--- config.mk ---
export PLATFORM = sky130hd
export DESIGN_NAME = scaled_lcg_random_burst
export DESIGN_NICKNAME = d
export VERILOG_FILES = /design/src/rtl/slrb_pkg.sv /design/src/rtl/scaled_lcg_random_burst.sv
export SDC_FILE = /design/constraint.sdc
export NUM_CORES = 2
export LEC_CHECK = 0
export BUFFER_PORTS_ARGS = -buffer_cell sky130_fd_sc_hd__buf_2
export CORE_AREA = 2 2 293 295
export CTS_CLUSTER_DIAMETER = 60
export CTS_CLUSTER_SIZE = 8
export DETAILED_ROUTE_END_ITERATION = 8
export DIE_AREA = 0 0 295 297
export PLACE_DENSITY = 0.81
export SLEW_MARGIN = 20
export SYNTH_ARGS = -nofsm -noshare
export SYNTH_HDL_FRONTEND = slang
export SYNTH_SLANG_ARGS = --single-unit
--- constraint.sdc ---
create_clock -name clk -period 10.6 [get_ports clk]
set_input_delay 3.18 -clock clk [delete_from_list [all_inputs] [get_ports clk]]
set_output_delay 3.18 -clock clk [all_outputs]
set_load 0.1 [all_outputs]
--- src/rtl/slrb_pkg.sv ---
// ----------------------------------------------------------------------------
// Scaled LCG random burst package
// Generator constants, register indexes and configuration widths.
// ----------------------------------------------------------------------------
package slrb_pkg;

	localparam int unsigned DATA_W = 32;
	localparam int unsigned CNT_CFG_W = 7;
	localparam int unsigned CFG_IDX_W = 2;

	localparam logic [DATA_W-1:0] LCG_MUL = 32'd2891336453;
	localparam logic [DATA_W-1:0] LCG_ADD = 32'd1500450271;
	localparam logic [DATA_W-1:0] LCG_MASK = 32'h7fff_ffff;
	localparam logic [DATA_W-1:0] LCG_DIV = 32'h7fff_ffff;
	localparam logic [DATA_W-1:0] LCG_INIT = 32'd1997333137;

	// The state after reset is the seed constant advanced by one step.
	localparam logic [63:0] LCG_INIT_PROD = 64'(LCG_INIT) * 64'(LCG_MUL) + 64'(LCG_ADD);
	localparam logic [DATA_W-1:0] LCG_RESET = LCG_INIT_PROD[DATA_W-1:0] & LCG_MASK;

	localparam logic [CFG_IDX_W-1:0] REG_RANGE_LOW = 2'd0;
	localparam logic [CFG_IDX_W-1:0] REG_RANGE_HIGH = 2'd1;
	localparam logic [CFG_IDX_W-1:0] REG_BURST_COUNT = 2'd2;

	localparam logic signed [DATA_W-1:0] RANGE_LOW_RESET = 32'sd0;
	localparam logic signed [DATA_W-1:0] RANGE_HIGH_RESET = 32'sd65536;
	localparam logic [CNT_CFG_W-1:0] BURST_COUNT_RESET = 7'd1;

endpackage

--- src/rtl/scaled_lcg_random_burst.sv ---
// ----------------------------------------------------------------------------
// Scaled LCG random burst generator
// A 31-bit linear congruential generator whose draws are scaled into a signed
// Q16.16 range, producing a burst of values for each generate item.
// ----------------------------------------------------------------------------
// A seed item (mode 1) loads the generator state in its accept cycle and gives
// no result. A generate item (mode 0) gives max(1, min(burst_count, MAX_BURST))
// values, the last one marked; no new item is taken until the burst ends. One
// shared 32 by 32 bit multiplier is used twice per value (generator step and
// range scaling). Each value passes the states MUL1, ADD1 (adds the increment),
// MUL2, RED1 and RED2 (division by 2^31 - 1) and OUT. A stalled result holds
// the sequencer only once the next value is ready. The range bounds are swapped
// as they are latched for a generate item when range_low is above range_high.
module scaled_lcg_random_burst #(
	parameter int unsigned MAX_BURST = 64
) (
	input  logic                                clk,
	input  logic                                arst_n,
	input  logic                                cfg_write,
	input  logic [slrb_pkg::CFG_IDX_W-1:0]      cfg_index,
	input  logic [slrb_pkg::DATA_W-1:0]         cfg_data,
	input  logic                                req_valid,
	output logic                                req_stall,
	input  logic                                mode,
	input  logic [slrb_pkg::DATA_W-1:0]         seed_value,
	output logic                                res_valid,
	input  logic                                res_stall,
	output logic signed [slrb_pkg::DATA_W-1:0]  random_value,
	output logic                                last
);
	import slrb_pkg::*;

	localparam int unsigned CW = $clog2(MAX_BURST + 1);
	localparam logic [CNT_CFG_W-1:0] MAX_CFG = CNT_CFG_W'(MAX_BURST);

	localparam logic [2:0] ST_IDLE = 3'd0;
	localparam logic [2:0] ST_MUL1 = 3'd1;
	localparam logic [2:0] ST_ADD1 = 3'd2;
	localparam logic [2:0] ST_MUL2 = 3'd3;
	localparam logic [2:0] ST_RED1 = 3'd4;
	localparam logic [2:0] ST_RED2 = 3'd5;
	localparam logic [2:0] ST_OUT  = 3'd6;

	logic [2:0]                 st_q;
	logic signed [DATA_W-1:0]   range_low_q;
	logic signed [DATA_W-1:0]   range_high_q;
	logic [CNT_CFG_W-1:0]       burst_count_q;
	logic [DATA_W-1:0]          lcg_q;
	logic [DATA_W-1:0]          lo_q;
	logic [DATA_W-1:0]          hi_q;
	logic [DATA_W-1:0]          span_q;
	logic [CW-1:0]              n_q;
	logic [CW-1:0]              cnt_q;
	logic [63:0]                mul_q;
	logic [DATA_W-1:0]          a_q;
	logic [DATA_W:0]            sum_q;
	logic [DATA_W-1:0]          quo_q;
	logic                       out_valid_q;
	logic [DATA_W-1:0]          out_value_q;
	logic                       out_last_q;

	logic [DATA_W-1:0]          mul_a;
	logic [DATA_W-1:0]          mul_b;
	logic [63:0]                mul_p;
	logic [1:0]                 red_c;
	logic [DATA_W-1:0]          red_cd;
	logic                       red_corr;
	logic                       out_free;
	logic                       last_now;
	logic                       req_take;
	logic [CW-1:0]              n_new;

	assign req_stall = (st_q != ST_IDLE);
	assign req_take = req_valid && (st_q == ST_IDLE);
	assign out_free = !out_valid_q || !res_stall;
	assign last_now = (cnt_q == (n_q - CW'(1)));

	assign res_valid = out_valid_q;
	assign random_value = out_value_q;
	assign last = out_last_q;

	always_comb begin
		if (st_q == ST_MUL1) begin
			mul_a = lcg_q;
			mul_b = LCG_MUL;
		end else begin
			mul_a = lcg_q & LCG_MASK;
			mul_b = span_q;
		end
		mul_p = 64'(mul_a) * 64'(mul_b);
	end

	// The product is a * 2^31 + b; since 2^31 is one more than the divisor,
	// the quotient is a plus the quotient of a + b, which is at most two
	// plus one final correction.
	always_comb begin
		red_c = sum_q[DATA_W:DATA_W-1];
		red_cd = {1'b0, sum_q[DATA_W-2:0]} + DATA_W'(red_c);
		red_corr = (red_cd >= LCG_DIV);
	end

	always_comb begin
		if (burst_count_q == '0) begin
			n_new = CW'(1);
		end else if (burst_count_q > MAX_CFG) begin
			n_new = CW'(MAX_BURST);
		end else begin
			n_new = CW'(burst_count_q);
		end
	end

	always_ff @(posedge clk or negedge arst_n) begin
		if (!arst_n) begin
			range_low_q <= RANGE_LOW_RESET;
			range_high_q <= RANGE_HIGH_RESET;
			burst_count_q <= BURST_COUNT_RESET;
		end else if (cfg_write) begin
			unique case (cfg_index)
				REG_RANGE_LOW: range_low_q <= cfg_data;
				REG_RANGE_HIGH: range_high_q <= cfg_data;
				REG_BURST_COUNT: burst_count_q <= cfg_data[CNT_CFG_W-1:0];
				default: ;
			endcase
		end
	end

	always_ff @(posedge clk or negedge arst_n) begin
		if (!arst_n) begin
			st_q <= ST_IDLE;
			lcg_q <= LCG_RESET;
			cnt_q <= '0;
			n_q <= CW'(1);
			out_valid_q <= 1'b0;
		end else begin
			if (st_q == ST_OUT && out_free) begin
				out_valid_q <= 1'b1;
			end else if (out_valid_q && !res_stall) begin
				out_valid_q <= 1'b0;
			end
			unique case (st_q)
				ST_IDLE: begin
					if (req_take) begin
						if (mode) begin
							lcg_q <= seed_value;
						end else begin
							n_q <= n_new;
							cnt_q <= '0;
							st_q <= ST_MUL1;
						end
					end
				end
				ST_MUL1: st_q <= ST_ADD1;
				ST_ADD1: begin
					lcg_q <= (mul_q[DATA_W-1:0] + LCG_ADD) & LCG_MASK;
					st_q <= ST_MUL2;
				end
				ST_MUL2: st_q <= ST_RED1;
				ST_RED1: st_q <= ST_RED2;
				ST_RED2: st_q <= ST_OUT;
				ST_OUT: begin
					if (out_free) begin
						if (last_now) begin
							st_q <= ST_IDLE;
						end else begin
							cnt_q <= cnt_q + CW'(1);
							st_q <= ST_MUL1;
						end
					end
				end
				default: st_q <= ST_IDLE;
			endcase
		end
	end

	always_ff @(posedge clk) begin
		if (req_take && !mode) begin
			if (range_low_q > range_high_q) begin
				lo_q <= range_high_q;
				hi_q <= range_low_q;
			end else begin
				lo_q <= range_low_q;
				hi_q <= range_high_q;
			end
		end
		if (st_q == ST_MUL1) begin
			span_q <= hi_q - lo_q;
		end
		if (st_q == ST_MUL1 || st_q == ST_MUL2) begin
			mul_q <= mul_p;
		end
		if (st_q == ST_RED1) begin
			a_q <= mul_q[62:31];
			sum_q <= (DATA_W+1)'(mul_q[62:31]) + (DATA_W+1)'(mul_q[30:0]);
		end
		if (st_q == ST_RED2) begin
			quo_q <= a_q + DATA_W'(red_c) + DATA_W'(red_corr);
		end
		if (st_q == ST_OUT && out_free) begin
			out_value_q <= lo_q + quo_q;
			out_last_q <= last_now;
		end
	end

`ifndef SYNTHESIS
	a_state_masked: assert property (@(posedge clk) disable iff (!arst_n)
		(st_q == ST_MUL2) |-> !lcg_q[DATA_W-1])
		else $error("generator state is wider than 31 bits at scaling");

	a_count_bound: assert property (@(posedge clk) disable iff (!arst_n)
		(st_q != ST_IDLE) |-> (n_q != '0) && (cnt_q < n_q))
		else $error("burst counter out of range");

	a_last_ends: assert property (@(posedge clk) disable iff (!arst_n)
		(st_q == ST_OUT && out_free && last_now) |=> (st_q == ST_IDLE) && out_last_q)
		else $error("burst did not end on its last result");

	a_range_order: assert property (@(posedge clk) disable iff (!arst_n)
		(st_q == ST_MUL2) |-> ($signed(lo_q) <= $signed(hi_q)))
		else $error("range bounds not ordered");
`endif

endmodule
==> summary.txt <==
STA
  – Min Tclk post-route: 9640 ps
  – Post-route setup TNS: 0 ps
  – Final Max Slew Viols: 0
  – Worst slew margin: 26.7%
  – Tightest Pin Transition: 1100 ps
  – Setup ws final: 955 ps
  – RSZ-0062 raised after global routing: no
  – Final period util: 91.0%
  – # setup viols final: 0
  – Clock Skews: 52.4 ps
  – Final hold violation count: 0
  – Peak Freq: 104 MHz

Detailed routing
  – WL/cell: 21.6 um
  – Via count: 39,243
  – Detailed Route WL: 144,000 um
  – Initial DRC count: 3,585
  – Drt pass-1 iters: 6
  – DRC violations left: 0
  – Final ANT Viol Nets: 0
  – Avg Vias per Cell: 5.91

Floorplanning
  – Die Ht: 297 um
  – Die width: 295 um
  – Ports: 107
  – Core area: 84,500 um2
  – Total Die Area: 87,600 um2
  – Core Rows: 107
  – Initial Util: 64.5%

Critical path
  – Worst r2r path cells: 26
  – Worst setup path class: flop to flop
  – Crit-path leading delay family: adder cells
  – Reg2reg setup slack: 960 ps
  – Crit Reg-Reg Startpoint: st_q[0]
  – Crit path DAT: 10,010 ps
  – Crit. End Element: flop
  – CP bufs+invs: 3
  – CP required: 10,960 ps
  – Slowest cell delay on critical path: 710 ps
  – Crit-path most repeated cell: fa_1
  – Reg-to-Reg End: mul_q[61]
  – Critical path's slowest cell: or2_2
  – Crit start category: flop
  – Worst Path Max Fanout: 31

Placement
  – Routability cong.: 0.974
  – Final HPWL from detailed placement: 112,000 um
  – Placed cell area: 56,100 um2
  – Number of port buffers: 106
  – DP Worst Slack: 1070 ps

Finish
  – Layout area overhead: 6.20%
  – Nets: 6,808
  – Reg with most FFs: mul_q
  – Design Area, Final: 57,900 um2
  – Fraction of layout cells with a size suffix above 1: 6.90%
  – Max reg flops: 63
  – Top Registers: mul_q x63, sum_q x33

Worst hold path
  – Cells on Worst Hold Path: 2
  – Worst min-delay path class: flop to flop
  – HP Start: lcg_q[6]
  – Hold endpoint: lcg_q[6]

Clock network
  – Clk_lat worst skew: 620 ps
  – CTS Hold Buffers Added: 0
  – H-Tree Depth: 2
  – CTS Root Cell: clkbuf_16
  – Setup Fix Bufs, Post-CTS: 0
  – Total CTS buffers: 58
  – CTS tree: yes
  – CTS max path bufs: 3
  – Post-CTS sizing: 0
  – CTS Sinks: 410
  – Clock transition at the registers of the reported paths: 50 ps

Yosys
  – Ys async rst share: 29.5%
  – Synth cell types: 81
  – Post-Synthesis Cells: 5,456
  – YS warnings: 0
  – Avg Inst Size Synth: 9.99 um2
  – Post-synth EDFFs: 289
  – Netlist Area Pre-Place: 54,500 um2
  – Register area share after synthesis: 21.5%
  – Primary FF master, synth: edfxtp_1
  – #FFs+latches synth: 410

Global route
  – Largest net degree at the start of global routing: 75
  – Gr usage total: 34.1%
  – Antenna violations before repair: 7
  – Number of global-route vias before repair: 42,031
  – First-pass GRT wire length: 229,000 um
  – Grt ovf: 0

Job
  – Max Cap Viol: 0

Outcome
  – Status: finished, final reports clean
cells by family after synthesis:
logic type	after synthesis	share of synthesized area, %
AOI/OAI and AO/OA	574	6.61
xor gates and xnor gates	204	3.28
adders and majority gates	1289	42.0
buffers and inverters	1212	8.36
DFF	410	21.5
muxes	142	2.92
other	2	0.0138
and+or+nand+nor	1623	15.3
Yosys cell counts, types with 7 or more instances:
library cell | count | share of area, %
a21oi_1 | 185 | 1.7
and2_1 | 558 | 6.4
clkbuf_1 | 239 | 1.6
fa_1 | 901 | 33
o21ai_0 | 88 | 0.81
o21ai_1 | 46 | 0.42
dfrtp_1 | 98 | 4.5
nand3_1 | 52 | 0.48
o21a_1 | 17 | 0.23
or2_2 | 18 | 0.21
edfxtp_1 | 289 | 16
and4_1 | 7 | 0.11
nor2_1 | 130 | 0.90
a211oi_1 | 11 | 0.15
mux2_2 | 73 | 1.5
nor2b_1 | 71 | 0.81
a21boi_1 | 7 | 0.096
dfstp_2 | 23 | 1.1
nor3_1 | 39 | 0.36
inv_1 | 964 | 6.6
or3_1 | 12 | 0.14
nand3b_1 | 17 | 0.23
ha_1 | 388 | 8.9
nand4_1 | 38 | 0.44
o211ai_1 | 11 | 0.15
a21o_1 | 91 | 1.3
xor2_1 | 62 | 1.0
o21bai_1 | 21 | 0.29
mux2_1 | 65 | 1.3
nand2b_1 | 23 | 0.26
and3_1 | 38 | 0.44
xnor2_1 | 142 | 2.3
nand2_1 | 587 | 4.0
a31oi_1 | 23 | 0.26
worst register-to-register path, cell delays in order (launching register included):
cell and delay (ps):
dfrtp_1 570, nand2b_1 210, nor2_4 460, buf_4 410
or2_2 710, and2_1 300, fa_1 430, fa_1 500
inv_1 60, fa_1 510, fa_1 520, inv_1 60
fa_1 550, fa_1 440, fa_1 520, fa_1 440
ha_1 440, nand2_1 120, nor2_1 170, nand2_1 110
or4_1 540, o221ai_1 170, nand2_1 210, o2111ai_1 430
a21oi_1 240, o21ai_1 200, xor2_1 90
area by class of cell:
cell class,count,area [um2]
antenna,1,2.50
clock buffer,105,1650
clock inverter,4,63.8
fill,6271,26600
inverter,964,3620
multi-input combinational,3850,38400
sequential,410,11700
tap,1144,1430
timing repair buffer,163,981
cell usage in the layout, fill, tap and decap left out, drive strengths merged, types with 18 or more instances in the layout:
master,instances
a21o,91
a21oi,185
a31oi,24
and2,558
and3,38
buf,163
clkbuf,105
conb,18
dfrtp,98
dfstp,23
edfxtp,289
fa,901
ha,388
inv,964
mux2,138
nand2,587
nand2b,23
nand3,52
nand4,38
nor2,130
nor2b,71
nor3,39
o21ai,134
o21bai,22
or2,23
xnor2,142
xor2,62
per-stage QoR:
step / util, % / hold slack (ps) / std cells
after CTS: 68.5 / 484 / 6639
after detailed placement: 66.5 / 473 / 6530
after floorplan: - / 431 / 5472
after global routing: 68.5 / 512 / 6641
after global placement: 66.5 / 464 / 6530
final: 68.5 / 481 / 6641
per-layer routing:
layer	vias to the layer above	track usage (%)	wire, um
met5	-	0	14
met3	383	7.56	14400
li1	17137	-	-
met4	2	15.0	7490
met2	1889	54.5	67200
met1	19832	44.8	54400
worst max path at each step:
stage	startpoint	endpoint	depth (start not counted)
after detailed placement	st_q[0]	mul_q[61]	27
after global placement	st_q[0]	mul_q[61]	26
after CTS	st_q[0]	mul_q[61]	26
after global routing	st_q[0]	mul_q[61]	26
after floorplan	st_q[2]	mul_q[61]	31
final	st_q[0]	mul_q[61]	26
Power is left out: the tool's default activity adds up to more than one toggle a clock period on the data nets, which glitch-free logic cannot reach.
